## config.mk

```make
export PLATFORM = sky130hd
export DESIGN_NAME = ptd_cell
export DESIGN_NICKNAME = d
export VERILOG_FILES = /design/src/ptd_pkg.sv /design/src/ptd_cell.sv
export SDC_FILE = /design/constraint.sdc
export NUM_CORES = 1
export LEC_CHECK = 0
export ABC_CLOCK_PERIOD_IN_PS = 2300
export BUFFER_PORTS_ARGS = -buffer_cell sky130_fd_sc_hd__buf_2
export CORE_ASPECT_RATIO = 1.2
export CORE_UTILIZATION = 43
export DETAILED_ROUTE_END_ITERATION = 10
export PLACE_DENSITY = 0.88
export SYNTH_ARGS = -nofsm -noshare
export SYNTH_HDL_FRONTEND = slang
export SYNTH_SLANG_ARGS = --single-unit
export TNS_END_PERCENT = 5
```

## constraint.sdc

```tcl
create_clock -name i_clk -period 2.3 [get_ports i_clk]
set_input_delay 0.345 -clock i_clk [delete_from_list [all_inputs] [get_ports i_clk]]
set_output_delay 0.345 -clock i_clk [all_outputs]
set_load 0.03 [all_outputs]
```

## src/ptd_pkg.sv

```systemverilog
// Shared constants, codes and types of the packed table with duplicate check.
`timescale 1ns / 1ps

package ptd_pkg;

    localparam int DEPTH      = 64;
    localparam int ENTRY_BITS = 32;

    // Fixed field widths of the item and result beats and of the configuration port.
    localparam int ACT_W    = 2;
    localparam int SLOT_W   = 6;
    localparam int VAL_W    = 32;
    localparam int STAT_W   = 3;
    localparam int OCOUNT_W = 7;
    localparam int CFG_W    = 7;
    localparam int CFGI_W   = 2;

    localparam int CNT_W = $clog2(DEPTH + 1);
    localparam int CMP_W = (CNT_W > CFG_W) ? CNT_W : CFG_W;

    typedef logic [ENTRY_BITS-1:0] t_entry;
    typedef logic [CNT_W-1:0]      t_count;

    typedef enum logic [ACT_W-1:0] {
        ACT_APPEND = 2'd0,
        ACT_REMOVE = 2'd1,
        ACT_GET    = 2'd2,
        ACT_FIND   = 2'd3
    } t_action;

    typedef enum logic [STAT_W-1:0] {
        ST_OK       = 3'd0,
        ST_FULL     = 3'd1,
        ST_DUP      = 3'd2,
        ST_BADSLOT  = 3'd3,
        ST_NOTFOUND = 3'd4
    } t_status;

    typedef enum logic [CFGI_W-1:0] {
        CFG_CAPACITY = 2'd0,
        CFG_DEDUP    = 2'd1,
        CFG_GROWTH   = 2'd2
    } t_cfg_idx;

    // Probe that walks the cell row, one cell per cycle.
    typedef struct packed {
        logic   valid;
        logic   hit;
        t_count idx;
        t_entry val;
    } t_lane;

    // Broadcast from the controller to every cell.
    typedef struct packed {
        logic              wr_en;
        t_entry            wr_val;
        logic              shift_en;
        logic [SLOT_W-1:0] shift_slot;
        logic              get_mode;
        logic [SLOT_W-1:0] slot;
        t_entry            key;
        t_count            count;
    } t_cell_ctl;

endpackage

```

## src/ptd_cell.sv

```systemverilog
// One table slot: holds an entry, shifts from its upper neighbor, and advances the probe.
`timescale 1ns / 1ps

module ptd_cell import ptd_pkg::*; (
    input  logic      i_clk,
    input  logic      i_rst_n,
    input  t_count    i_cell_idx,
    input  t_cell_ctl i_ctl,
    input  t_entry    i_next_entry,
    output t_entry    o_entry,
    input  t_lane     i_lane,
    output t_lane     o_lane
);

    t_entry r_entry, n_entry;
    t_lane  r_lane, n_lane;
    logic   w_match;

    always_comb begin
        n_entry = r_entry;
        if (i_ctl.wr_en && (i_cell_idx == i_ctl.count)) begin
            n_entry = i_ctl.wr_val;
        end else if (i_ctl.shift_en &&
                     (CMP_W'(i_cell_idx) >= CMP_W'(i_ctl.shift_slot))) begin
            n_entry = i_next_entry;
        end
    end

    always_comb begin
        if (i_ctl.get_mode) begin
            w_match = (CMP_W'(i_cell_idx) == CMP_W'(i_ctl.slot));
        end else begin
            w_match = (i_cell_idx < i_ctl.count) && (r_entry == i_ctl.key);
        end
    end

    // First hit wins; later cells pass the probe on untouched.
    always_comb begin
        n_lane = i_lane;
        if (i_lane.valid && !i_lane.hit && w_match) begin
            n_lane.hit = 1'b1;
            n_lane.idx = i_cell_idx;
            n_lane.val = r_entry;
        end
    end

    always_ff @(posedge i_clk) begin
        if (!i_rst_n) begin
            r_entry <= '0;
            r_lane  <= '0;
        end else begin
            r_entry <= n_entry;
            r_lane  <= n_lane;
        end
    end

    assign o_entry = r_entry;
    assign o_lane  = r_lane;

endmodule

```

Yosys cells after proc, flatten, opt, wreduce, memory -nomap -nowiden. Index checks and enable logic that the tools add are counted.

$lt $le $gt $ge: 2. Equality and inequality tests: 3. Reductions and logical operators: 7. Multiplexer cells: 4.

Operators by type and width (count): two-way mux 32 bit (2); two-way mux 40 bit (1); == test 32 bit (1); == test 7 x 6 -> 1 bit (1); == test 7 bit (1); >= comparator 7 x 6 -> 1 bit (1); less-than comparator 7 bit (1); logical AND 1 bit (5); nonzero test 2 bit (1); zero test 1 bit (1); two-way mux 1 bit (1).

Register bits: 73. Output and inout port bits: 73. Input bits: 168. Logic and storage cells: 21.

Longest topological paths before layout.
Depth in word-level cells: 5. Depth in mapped cells: 10. Mapped depth without buffers: 8.

Worst setup path before layout. No wires, ideal clock.

Path type: register to register. Start: register r_entry[6], in the netlist o_entry[6]. End: register r_lane (netlist bit o_lane[16]). Path buffers: 3. Stages on the path, launching flop included: 10. Required time: 2228 ps. Slack: 183 ps. Setup time: 72 ps. Clock period less this slack: 2117 ps. Data arrival time: 2045 ps. Cells stage by stage: dfxtp_1 > xor2_1 > a2111oi_2 > o2111ai_1 > a211oi_1 > a41o_1 > buf_4 > buf_12 > buf_12 > mux2i_1.

Longest elaborated chain between the ends: 5.

Ends and longest elaborated chain: from (decl) (line ptd_cell.sv:15) `t_entry r_entry, n_entry;`; from (signal assigned) (line ptd_cell.sv:52) `r_entry <= n_entry;`; == test 32 bit (line ptd_cell.sv:33) `w_match = (i_cell_idx < i_ctl.count) && (r_entry == i_ctl.key);`; logical AND 1 bit (line ptd_cell.sv:33); two-way mux 1 bit (line ptd_cell.sv:30) `if (i_ctl.get_mode) begin`; logical AND 1 bit (line ptd_cell.sv:40) `if (i_lane.valid && !i_lane.hit && w_match) begin`; two-way mux 40 bit (line ptd_cell.sv:40); to (signal assigned) (line ptd_cell.sv:53) `r_lane <= n_lane;`; to (decl) (line ptd_cell.sv:16) `t_lane r_lane, n_lane;`.

No other way between the ends. A chain may end at the register's enable or synchronous reset.

Worst setup path in the final report.
Start: register r_entry[26], in the netlist o_entry[26]. End: register r_lane (netlist bit o_lane[4]).

The elaborated chain is that of the path after synthesis.

==> impl_metrics.json <==
{
  "cts_tree": "done",
  "finalPower_w": 0.003059,
  "ys_warn_count": 0,
  "grt_pass1_wl_um": 19560,
  "whs_ns": 0.2165,
  "clock_latency_ns": 0.35,
  "n_antenna_cell": 0,
  "port-buffer-count": 240,
  "final_layout_size_suffix_gt1_frac": 0.4169,
  "area_delta_synth_final_pct": 40.70,
  "h-tree-depth": 3,
  "reg2reg_depth": 8,
  "arrival_ns": 2.41,
  "drc": 0,
  "layout.nets": 838,
  "core_mm2": 0.008657,
  "dieArea_mm2": 0.009349,
  "clock-sinks": 73,
  "start_kind": "flop",
  "antenna_left": 0,
  "syn_avg_cell_area_um2": 9.178,
  "grt_max_degree": 53,
  "synth_seq_area_share": 0.3791,
  "grt_use_total": 0.2784,
  "p_leak_nw": 2.616,
  "vias": 4028,
  "die_w_um": 88.44,
  "critical_path_required_ns": 2.56,
  "grt-ovfl-total": 0,
  "slew_violations": 0,
  "timing.final.hold_violations": 0,
  "post_drt_wl_per_cell_um": 16.22,
  "reg2reg_from": "o_entry[26]",
  "fillCellCount": 742,
  "dp.cells": 762,
  "synth_cell_types": 30,
  "finalSetupTns_ns": 0,
  "layout_commonest_cell": "buf_2",
  "layout_min_cycle_time_ns": 2.151,
  "path_class": "flop to flop",
  "vdd_drop_max_mv": 0.3838,
  "clk_pin_slew_ns": 0.07,
  "place_congestion": 0.8609,
  "num_io_pins": 241,
  "syn_inst": 420,
  "seq_area_mm2": 0.001461,
  "stdcell_count": 779,
  "grt_antenna_before_repair": 0,
  "drtIter0Drc": 144,
  "p_per_area_mw_per_mm2": 564.0,
  "synthesis.area_mm2": 0.003855,
  "cts_root_buf": "clkbuf_8",
  "tightest_slew_ns": 0.4932,
  "cp-end-kind": "flop",
  "ctsHoldBuffers": 0,
  "startpoint": "o_entry[26]",
  "finalClockSkew_ns": 0.009234,
  "finalSetupViolations": 0,
  "first_pass_iters": 4,
  "ys_seq_elements": 73,
  "hold_class": "input port to flop",
  "crit_fanout": 21,
  "numCtsBuffers": 9,
  "min-delay-start": "i_lane[39]",
  "die_h_um": 105.7,
  "multiInputGateArea_mm2": 0.002205,
  "start_util": 0.4453,
  "first_global_vias": 4138,
  "finalCritPeriodShare": 0.9352,
  "hold_depth": 3,
  "synth_nets": 601,
  "clockBufferDepth": 2,
  "drt-total-wl_um": 12640,
  "rsz0062_at_grt": "false",
  "max_freq_ghz": 0.4649,
  "worst_slack_ns": 0.1491,
  "final_cell_mix": "buf_2, nand2_1, dfxtp_1",
  "via_per_inst": 5.171,
  "outcome": "completed",
  "slew_headroom": 0.6712,
  "fp-row-count": 37,
  "place_hpwl_um": 9862,
  "maxCapViolCount": 0,
  "place_ws_ns": -0.1373
}
## timing repair
action                     in CTS  in global routing
pin swaps                       1                  2
resized for setup               2                  1
setup endpoints to repair      31                 39
buffers inserted                0                  1
## area by class of cell
| cell class | count | area share |
|---|---|---|
| clock buffer | 13 | 0.02561 |
| sequential | 73 | 0.2694 |
| clock inverter | 3 | 0.003230 |
| multi-input combinational | 302 | 0.4065 |
| timing repair buffer | 256 | 0.2579 |
| tap | 117 | 0.02699 |
| inverter | 15 | 0.01038 |
## cell usage after synthesis
cell	number	area, µm²
nor2_1	2	7.510
mux2i_1	71	710.7
buf_4	3	22.52
a41o_1	1	10.01
xnor2_1	16	140.1
nand4_1	5	31.28
ha_1	13	162.7
o211ai_1	32	240.2
clkbuf_1	22	82.58
a211oi_1	1	7.510
o21a_1	1	7.510
xor2_1	21	183.9
dfxtp_1	73	1461
nor4_2	1	12.51
o21ai_0	2	10.01
nand2b_1	1	6.260
a2111oi_2	1	15.01
or3_1	32	200.2
nand3_1	3	15.01
buf_2	3	15.01
and3_1	1	6.260
inv_1	15	56.30
o2111ai_1	1	8.760
a21oi_1	6	30.03
buf_12	2	40.04
a311o_1	1	10.01
nand3b_1	2	15.01
nor4_1	5	31.28
a21o_1	1	7.510
nand2_1	82	307.8
## metrics by stage
| step | utilization | area [µm²] |
|---|---|---|
| CTS | 0.6251 | 5411 |
| global placement | 0.6056 | 5243 |
| finish | 0.6265 | 5424 |
| floorplan | - | 3855 |
| detailed placement | 0.6056 | 5243 |
| global route | 0.6265 | 5424 |
## worst max-delay path, cell delays in order (launching register included)
cell     delay [ns]
dfxtp_1        0.35
xor2_1         0.19
nor4_2         0.32
buf_4          0.16
nand4_1        0.09
nor4_2         0.21
a41o_2         0.31
buf_12         0.21
mux2i_1        0.23
## routing by layer
layer	routed length (µm)	share of wire	vias up	GRT usage
li1	-	-	1935	-
met1	4797	0.38	1850	0.2972
met2	6542	0.52	202	0.4901
met3	816	0.065	41	0.06343
met4	479	0.038	0	0.1590
met5	0	0	-	0
## flip-flops by register name (all words and copies together) (netlist names)
register	count
o_lane	41
o_entry	32
## path summary, 6_finish.rpt
kind	endpoint	slack, ns
worst min-delay path	o_lane[39]	0.22
worst max register to register	o_lane[4]	0.15
worst min register to register	o_entry[9]	0.51
worst max-delay path	o_lane[4]	0.15
## power breakdown
group,total [W],switching [W],leakage (nW),internal (W)
clock,0.000853,0.000463,0.0774,0.000390
combinational,0.000799,0.000470,1.93,0.000329
sequential,0.00141,0.0000583,0.605,0.00135
## cell families after synthesis
| family | after synthesis | share of synthesized area |
|---|---|---|
| compound gates | 47 | 0.08991 |
| xor+xnor | 37 | 0.08406 |
| fa+ha+maj | 13 | 0.04220 |
| buf+inv | 45 | 0.05615 |
| flops | 73 | 0.3791 |
| mux | 71 | 0.1844 |
| simple gates | 134 | 0.1642 |
Note: power is estimated with default switching activity, not from simulation.
